===== src/rtl/core/tga_pkg.sv =====
// Shared constants for the TGA header parser and pixel unpacker.
`timescale 1ns / 1ps
`default_nettype none

package tga_pkg;

  // Result kinds carried on the output channel
  typedef enum logic [1:0] {
    KIND_HEADER     = 2'd0,
    KIND_PIXEL      = 2'd1,
    KIND_WRONG_TYPE = 2'd2,
    KIND_BAD_DEPTH  = 2'd3
  } result_kind_t;

  // Header byte positions of interest
  localparam logic [4:0] HDR_ID_LEN     = 5'd0;
  localparam logic [4:0] HDR_MAP_TYPE   = 5'd1;
  localparam logic [4:0] HDR_TYPE_CODE  = 5'd2;
  localparam logic [4:0] HDR_WIDTH_LO   = 5'd12;
  localparam logic [4:0] HDR_WIDTH_HI   = 5'd13;
  localparam logic [4:0] HDR_HEIGHT_LO  = 5'd14;
  localparam logic [4:0] HDR_HEIGHT_HI  = 5'd15;
  localparam logic [4:0] HDR_DEPTH      = 5'd16;
  localparam logic [4:0] HDR_DESCRIPTOR = 5'd17;

  // Accepted image format: uncompressed true colour, no colour map
  localparam logic [7:0] TYPE_TRUECOLOUR = 8'd2;
  localparam logic [7:0] MAP_NONE        = 8'd0;
  localparam logic [7:0] DEPTH_24        = 8'd24;
  localparam logic [7:0] DEPTH_32        = 8'd32;
  localparam logic [7:0] ALPHA_OPAQUE    = 8'hFF;

  // Byte positions within one stored pixel (B, G, R, A)
  localparam logic [1:0] PIX_BLUE  = 2'd0;
  localparam logic [1:0] PIX_GREEN = 2'd1;
  localparam logic [1:0] PIX_RED   = 2'd2;
  localparam logic [1:0] PIX_ALPHA = 2'd3;

endpackage

`default_nettype wire


===== src/rtl/core/tga_header_parse_pixel_unpack_top.sv =====
// TGA header parser and pixel unpacker: byte stream in, header/pixel/error results out.
// A result is captured in the output register as its byte transfers.
// Throughput: one byte per cycle; a byte is taken every cycle unless a result waits
//   on the output register while the output side stalls.
// Header result comes with the descriptor byte, pixel results with the last byte of each pixel.
// Reset (rst, synchronous, active high) returns the parser to idle, waiting for a start byte.
`timescale 1ns / 1ps
`default_nettype none

module tga_header_parse_pixel_unpack_top (
  input  wire logic        clk,
  input  wire logic        rst,
  // Byte input channel
  input  wire logic        in_valid,
  output logic             in_stall,
  input  wire logic [7:0]  data_byte,
  input  wire logic        start_of_file,
  // Result output channel
  output logic             out_valid,
  input  wire logic        out_stall,
  output logic [1:0]       result_kind,
  output logic [7:0]       red,
  output logic [7:0]       green,
  output logic [7:0]       blue,
  output logic [7:0]       alpha,
  output logic [15:0]      image_width,
  output logic [15:0]      image_height,
  output logic             has_alpha,
  output logic             last
);

  typedef enum logic [2:0] {
    PH_IDLE,
    PH_HEADER,
    PH_IDSKIP,
    PH_PIXELS,
    PH_HALT
  } phase_t;

  // Parser state
  phase_t      phase;
  logic [4:0]  header_index;
  logic [7:0]  id_skip_left;
  logic [7:0]  map_type_seen;
  logic [7:0]  type_code_seen;
  logic [7:0]  depth_seen;
  logic [15:0] width_seen;
  logic [15:0] height_seen;
  logic [31:0] pixels_left;
  logic [1:0]  byte_in_pixel;
  logic [7:0]  held_blue;
  logic [7:0]  held_green;
  logic [7:0]  held_red;

  phase_t      phase_next;
  logic [4:0]  header_index_next;
  logic [7:0]  id_skip_left_next;
  logic [7:0]  map_type_seen_next;
  logic [7:0]  type_code_seen_next;
  logic [7:0]  depth_seen_next;
  logic [15:0] width_seen_next;
  logic [15:0] height_seen_next;
  logic [31:0] pixels_left_next;
  logic [1:0]  byte_in_pixel_next;
  logic [7:0]  held_blue_next;
  logic [7:0]  held_green_next;
  logic [7:0]  held_red_next;

  // Result produced by the current byte
  logic                  res_valid;
  tga_pkg::result_kind_t res_kind;
  logic [7:0]            res_red;
  logic [7:0]            res_green;
  logic [7:0]            res_blue;
  logic [7:0]            res_alpha;
  logic [15:0]           res_width;
  logic [15:0]           res_height;
  logic                  res_has_alpha;
  logic                  res_last;

  // Working values
  phase_t      ph_eff;
  logic [4:0]  idx_eff;
  logic [1:0]  bip_eff;
  logic        in_fire;
  logic        four;
  logic        type_ok;
  logic        depth_ok;
  logic [31:0] pixel_count;
  logic [31:0] pixels_dec;

  // Input side holds only while a result waits and the output is stalled
  assign in_stall = out_valid & out_stall;
  assign in_fire  = in_valid & ~in_stall;

  // A start byte restarts the header parse on this very byte
  assign ph_eff  = start_of_file ? PH_HEADER : phase;
  assign idx_eff = start_of_file ? 5'd0 : header_index;
  assign bip_eff = start_of_file ? 2'd0 : byte_in_pixel;

  assign four        = (depth_seen == tga_pkg::DEPTH_32);
  assign type_ok     = (type_code_seen == tga_pkg::TYPE_TRUECOLOUR) &&
                       (map_type_seen == tga_pkg::MAP_NONE);
  assign depth_ok    = (depth_seen == tga_pkg::DEPTH_24) || four;
  assign pixel_count = {16'd0, width_seen} * {16'd0, height_seen};
  assign pixels_dec  = pixels_left - 32'd1;

  // Next-state and result logic for one byte
  always_comb begin
    phase_next          = ph_eff;
    header_index_next   = idx_eff;
    id_skip_left_next   = id_skip_left;
    map_type_seen_next  = map_type_seen;
    type_code_seen_next = type_code_seen;
    depth_seen_next     = depth_seen;
    width_seen_next     = width_seen;
    height_seen_next    = height_seen;
    pixels_left_next    = pixels_left;
    byte_in_pixel_next  = bip_eff;
    held_blue_next      = held_blue;
    held_green_next     = held_green;
    held_red_next       = held_red;

    res_valid     = 1'b0;
    res_kind      = tga_pkg::KIND_HEADER;
    res_red       = 8'd0;
    res_green     = 8'd0;
    res_blue      = 8'd0;
    res_alpha     = 8'd0;
    res_width     = 16'd0;
    res_height    = 16'd0;
    res_has_alpha = 1'b0;
    res_last      = 1'b0;

    case (ph_eff)
      PH_HEADER: begin
        header_index_next = idx_eff + 5'd1;
        case (idx_eff)
          tga_pkg::HDR_ID_LEN:    id_skip_left_next   = data_byte;
          tga_pkg::HDR_MAP_TYPE:  map_type_seen_next  = data_byte;
          tga_pkg::HDR_TYPE_CODE: type_code_seen_next = data_byte;
          tga_pkg::HDR_WIDTH_LO:  width_seen_next     = {width_seen[15:8], data_byte};
          tga_pkg::HDR_WIDTH_HI:  width_seen_next     = {data_byte, width_seen[7:0]};
          tga_pkg::HDR_HEIGHT_LO: height_seen_next    = {height_seen[15:8], data_byte};
          tga_pkg::HDR_HEIGHT_HI: height_seen_next    = {data_byte, height_seen[7:0]};
          tga_pkg::HDR_DEPTH:     depth_seen_next     = data_byte;
          tga_pkg::HDR_DESCRIPTOR: begin
            res_valid = 1'b1;
            if (!type_ok) begin
              phase_next = PH_HALT;
              res_kind   = tga_pkg::KIND_WRONG_TYPE;
            end else if (!depth_ok) begin
              phase_next = PH_HALT;
              res_kind   = tga_pkg::KIND_BAD_DEPTH;
            end else begin
              pixels_left_next   = pixel_count;
              byte_in_pixel_next = tga_pkg::PIX_BLUE;
              res_kind           = tga_pkg::KIND_HEADER;
              res_width          = width_seen;
              res_height         = height_seen;
              res_has_alpha      = four;
              res_last           = (pixel_count == 32'd0);
              if (pixel_count == 32'd0) begin
                phase_next = PH_HALT;
              end else if (id_skip_left != 8'd0) begin
                phase_next = PH_IDSKIP;
              end else begin
                phase_next = PH_PIXELS;
              end
            end
          end
          default: ;  // colour map info and origin are not kept
        endcase
      end

      PH_IDSKIP: begin
        id_skip_left_next = id_skip_left - 8'd1;
        if (id_skip_left == 8'd1) begin
          phase_next = PH_PIXELS;
        end
      end

      PH_PIXELS: begin
        case (bip_eff)
          tga_pkg::PIX_BLUE: begin
            held_blue_next     = data_byte;
            byte_in_pixel_next = tga_pkg::PIX_GREEN;
          end
          tga_pkg::PIX_GREEN: begin
            held_green_next    = data_byte;
            byte_in_pixel_next = tga_pkg::PIX_RED;
          end
          tga_pkg::PIX_RED: begin
            held_red_next = data_byte;
            if (four) begin
              byte_in_pixel_next = tga_pkg::PIX_ALPHA;
            end else begin
              res_valid = 1'b1;
              res_red   = data_byte;
              res_alpha = tga_pkg::ALPHA_OPAQUE;
            end
          end
          default: begin
            res_valid = 1'b1;
            res_red   = held_red;
            res_alpha = data_byte;
          end
        endcase
        // Pixel complete: emit it and count it off
        if (res_valid) begin
          byte_in_pixel_next = tga_pkg::PIX_BLUE;
          pixels_left_next   = pixels_dec;
          res_kind           = tga_pkg::KIND_PIXEL;
          res_green          = held_green;
          res_blue           = held_blue;
          res_has_alpha      = four;
          res_last           = (pixels_dec == 32'd0);
          if (pixels_dec == 32'd0) begin
            phase_next = PH_HALT;
          end
        end
      end

      default: ;  // idle or halted: bytes are dropped
    endcase
  end

  // Parser state registers, advanced on each input transfer
  always_ff @(posedge clk) begin
    if (rst) begin
      phase          <= PH_IDLE;
      header_index   <= 5'd0;
      id_skip_left   <= 8'd0;
      map_type_seen  <= 8'd0;
      type_code_seen <= 8'd0;
      depth_seen     <= 8'd0;
      width_seen     <= 16'd0;
      height_seen    <= 16'd0;
      pixels_left    <= 32'd0;
      byte_in_pixel  <= 2'd0;
      held_blue      <= 8'd0;
      held_green     <= 8'd0;
      held_red       <= 8'd0;
    end else if (in_fire) begin
      phase          <= phase_next;
      header_index   <= header_index_next;
      id_skip_left   <= id_skip_left_next;
      map_type_seen  <= map_type_seen_next;
      type_code_seen <= type_code_seen_next;
      depth_seen     <= depth_seen_next;
      width_seen     <= width_seen_next;
      height_seen    <= height_seen_next;
      pixels_left    <= pixels_left_next;
      byte_in_pixel  <= byte_in_pixel_next;
      held_blue      <= held_blue_next;
      held_green     <= held_green_next;
      held_red       <= held_red_next;
    end
  end

  // Output register: loads whenever it is empty or its result is being taken
  always_ff @(posedge clk) begin
    if (rst) begin
      out_valid <= 1'b0;
    end else if (!in_stall) begin
      out_valid <= in_valid & res_valid;
    end
  end

  always_ff @(posedge clk) begin
    if (in_fire && res_valid) begin
      result_kind  <= res_kind;
      red          <= res_red;
      green        <= res_green;
      blue         <= res_blue;
      alpha        <= res_alpha;
      image_width  <= res_width;
      image_height <= res_height;
      has_alpha    <= res_has_alpha;
      last         <= res_last;
    end
  end

`ifndef SYNTHESIS
  // An error result always leaves the parser halted
  a_error_halts: assert property (@(posedge clk) disable iff (rst)
    (in_fire && res_valid &&
     (res_kind == tga_pkg::KIND_WRONG_TYPE || res_kind == tga_pkg::KIND_BAD_DEPTH))
    |=> (phase == PH_HALT))
    else $error("error result did not halt the parser");

  // The final result of an image leaves the parser halted
  a_last_halts: assert property (@(posedge clk) disable iff (rst)
    (in_fire && res_valid && res_last) |=> (phase == PH_HALT))
    else $error("last result did not halt the parser");

  // Pixel phase always has pixels still to come
  a_pixels_pending: assert property (@(posedge clk) disable iff (rst)
    (phase == PH_PIXELS) |-> (pixels_left != 32'd0))
    else $error("pixel phase with no pixels left");

  // Input holds only behind a waiting result
  a_stall_needs_result: assert property (@(posedge clk) disable iff (rst)
    in_stall |-> out_valid)
    else $error("input stalled with empty output register");

  // Pixel results carry no header dimensions
  a_pixel_fields: assert property (@(posedge clk) disable iff (rst)
    (out_valid && result_kind == tga_pkg::KIND_PIXEL)
    |-> (image_width == 16'd0 && image_height == 16'd0))
    else $error("pixel result carries header dimensions");
`endif

endmodule

`default_nettype wire

===== config.mk =====
export PLATFORM = sky130hd
export DESIGN_NAME = tga_header_parse_pixel_unpack_top
export DESIGN_NICKNAME = d
export VERILOG_FILES = /design/src/rtl/core/tga_pkg.sv /design/src/rtl/core/tga_header_parse_pixel_unpack_top.sv
export SDC_FILE = /design/constraint.sdc
export NUM_CORES = 1
export LEC_CHECK = 0
export BUFFER_PORTS_ARGS = -buffer_cell sky130_fd_sc_hd__buf_4
export CAP_MARGIN = 25
export CORE_ASPECT_RATIO = 0.9
export CORE_MARGIN = 8
export CORE_UTILIZATION = 45
export DETAILED_ROUTE_END_ITERATION = 7
export HOLD_SLACK_MARGIN = 0.03
export PLACE_DENSITY_LB_ADDON = 0.08
export SYNTH_ARGS = -nofsm -noshare
export SYNTH_HDL_FRONTEND = slang
export SYNTH_SLANG_ARGS = --single-unit
export TNS_END_PERCENT = 100

===== constraint.sdc =====
create_clock -name clk -period 8 [get_ports clk]
set_input_delay 2 -clock clk [delete_from_list [all_inputs] [get_ports clk]]
set_output_delay 2 -clock clk [all_outputs]
set_load 0.1 [all_outputs]

==> impl_metrics.tcl <==
set metrics [dict create \
    fp.dieW_um 226 \
    hold_path_class "reg -> reg" \
    antenna_found_initial 0 \
    io_pins 83 \
    drcViolationCount 0 \
    gr-total-overflow 0 \
    r2r_start "height_seen[4]" \
    setup-violations-final 0 \
    first_iter_violations 1099 \
    drive_gt1_frac 0.0743 \
    cellLeakagePower_nw 8.18 \
    synth_edf_count 68 \
    postRouteAntennaNets 0 \
    cts_root_buf "clkbuf_16" \
    cpPeakStageDelay_ns 0.91 \
    cp_common_cell "fa_1" \
    status "finished clean" \
    antenna_cells 0 \
    area_growth_pct 8.78 \
    io_buffers 82 \
    grt_setup_unrepaired "false" \
    place_congestion 0.860 \
    powerDensity_mw_per_mm2 104 \
    stdcell_area_sq_mm 0.0195 \
    die_h_um 205 \
    postCtsSetupBuffers 0 \
    fin_util 0.495 \
    cp.required_ns 8.33 \
    synth_cell_types 67 \
    cts_buffers 17 \
    grt_usage 0.219 \
    period_minus_slack_ns 7.07 \
    postLayoutSetupSlackWorst_ns 0.934 \
    timing.fmax_mhz 142 \
    yosys-top-cells-area "fa_1 22%, dfxtp_1 15%, edfxtp_1 11%, ha_1 7.9%, nand2_1 4.9%" \
    grt_pass1_vias 14100 \
    path_buf_inv 4 \
    drv_cap 0 \
    grt_pass1_wl_um 80300 \
    synth_top_area_frac 0.217 \
    path_max_fanout 18 \
    avgSynthCellArea_sq_um 8.86 \
    period_share 0.883 \
    irDropWorstVdd_mv 0.131 \
    final_cell_mix "234 x nand2_1, 197 x inv_1, 195 x nor2_1, 194 x fa_1, 131 x dfxtp_1" \
    synth_top_cell_by_area "fa_1" \
    synth-seq-area-share 0.260 \
    finalSetupTns_ns 0 \
    final_nets 2327 \
    ys_seq_elements 199 \
    hold_viol_final 0 \
    row_count 69 \
    layout_commonest_cell "nand2_1" \
    place_ws_ns 0.972 \
    grt_max_degree 91 \
    initial_core_util 0.455 \
    hp-start "map_type_seen[2]" \
    synth_cells 2023 \
    clock_latency_ns 0.46 \
    hold_buffers 0 \
    syn-cell-area_sq_mm 0.0179 \
    relSlewSlack 0.309 \
    cp.arrival_ns 7.40 \
    tightest_slew_ns 1.03 \
    cts_buffer_depth 2 \
    yosys_warnings 0 \
    vias 14200 \
    clkTransAtPathRegs_ns 0.08 \
    syn-num-nets 2343 \
    first_pass_iters 5 \
    n_fill_cell 3805 \
    cts_resized 0 \
    wirelength_um 49800 \
    cts_tree "yes" \
    hpwl_um 36900 \
    dieArea_sq_mm 0.0465 \
    via_per_inst 5.58 \
    clock_skew_ns 0.0157 \
    synthArstFlopShare 0 \
    cp_cell_sequence "nand2_1, fa_1, fa_1, inv_1, fa_1, inv_1, fa_1, fa_1, fa_1, inv_1, ha_1, a21oi_1, o21a_1, a211o_1, o21ai_0, nand4_1, o211ai_1, and2_1, inv_1, o311a_1" \
    coreArea_sq_mm 0.0394 \
    startpoint "height_seen[4]" \
    critPathLaunchType "flop" \
    finalMaxSlewViolations 0 \
    synthFlopType "dfxtp_1" \
    clkSinkCount 199 \
    crit_family "adder cells" \
    wl_per_cell_um 19.5 \
    htree_levels 4 \
    cp-end-kind "flop" \
    slowest_stage "dfxtp_1" \
    hold-worst-slack_ns 0.461 \
    place_area_sq_mm 0.0188 \
    worstSetupPathType "reg -> reg" \
]
## Yosys cell counts (4+ instances only)
master / number
nand3_1: 35
nor3_1: 31
and2_1: 110
o22ai_1: 6
o211ai_1: 5
a31oi_1: 5
dfxtp_1: 131
nand2b_1: 5
ha_1: 113
o2111ai_1: 5
a21oi_1: 104
a21o_1: 10
or2_2: 5
a211oi_1: 21
or3_1: 6
nand2_1: 234
or4_1: 6
o31ai_1: 12
nor3b_1: 8
nor4b_1: 5
a22oi_1: 19
nor2b_1: 8
nand3b_1: 7
nand4b_1: 5
inv_1: 197
a2bb2oi_1: 4
xor2_1: 19
xnor2_1: 12
o21bai_1: 5
clkbuf_1: 128
o21ai_0: 74
fa_1: 194
nor4_1: 17
buf_1: 4
and4_1: 4
edfxtp_1: 68
o21a_1: 10
and3_1: 58
mux2i_1: 73
nor2_1: 196
nand4_1: 21
## final timing paths
| kind | end | slack, ns | cells past startpoint |
|---|---|---|---|
| min | map_type_seen[2] | 0.46 | 2 |
| min reg2reg | map_type_seen[2] | 0.46 | 2 |
| max reg2reg | phase[1] | 0.93 | 20 |
| max | phase[1] | 0.93 | 20 |
## state kept, by name, summed over array words and instances (netlist names), 16 cells and up
name          flops
width_seen       16
height_seen      16
image_width      16
image_height     16
pixels_left      32
## through the flow
step / std cells / power (W)
after floorplan: 2023 / 0.00111
after global placement: 2518 / 0.00114
after detailed placement: 2518 / 0.00114
after CTS: 2550 / 0.00206
after global routing: 2552 / 0.00211
final: 2552 / 0.00204
## area by class of cell
| cell class | instances | area (sq um) | area share |
|---|---|---|---|
| multi-input cells | 1491 | 12000 | 0.617 |
| flip-flops and latches | 199 | 4660 | 0.239 |
| repair buffers | 101 | 778 | 0.0399 |
| inverters | 197 | 739 | 0.0379 |
| well taps | 532 | 666 | 0.0342 |
| clock buffers | 17 | 425 | 0.0218 |
| clock inverters | 15 | 196 | 0.0101 |
## routing by layer
| metal | global-route usage | wire length, um | share of wire | vias up |
|---|---|---|---|---|
| met4 | 0.0408 | 589 | 0.012 | 0 |
| met3 | 0.0459 | 3760 | 0.075 | 51 |
| li1 | - | - | - | 6748 |
| met2 | 0.329 | 21400 | 0.43 | 423 |
| met5 | 0 | 0 | 0 | - |
| met1 | 0.323 | 24100 | 0.48 | 7017 |
## worst reg2reg max path: cells and delay by family (launching register included)
family | cells | cell delay [ns]
adder cells (fa/ha/maj) | 7 | 3.48
AND/OR/NAND/NOR | 3 | 0.65
buffers and inverters | 4 | 0.21
flip-flops | 1 | 0.91
AO/OA/AOI/OAI | 6 | 1.72
## report_power, final
| group | switching [W] | internal, W |
|---|---|---|
| clock | 0.000462 | 0.000458 |
| sequential | 0.00000400 | 0.00104 |
| combinational | 0.0000515 | 0.0000187 |
| total | 0.000518 | 0.00152 |
## logic make-up after synthesis
group,after synthesis,share of synthesized area
xor gates and xnor gates,31,0.0152
muxes,73,0.0408
and+or+nand+nor,768,0.209
buffers and inverters,333,0.0704
DFF,199,0.260
adders and majority gates,307,0.296
AOI/OAI and AO/OA,312,0.109
(Power assumes the default switching activity.)
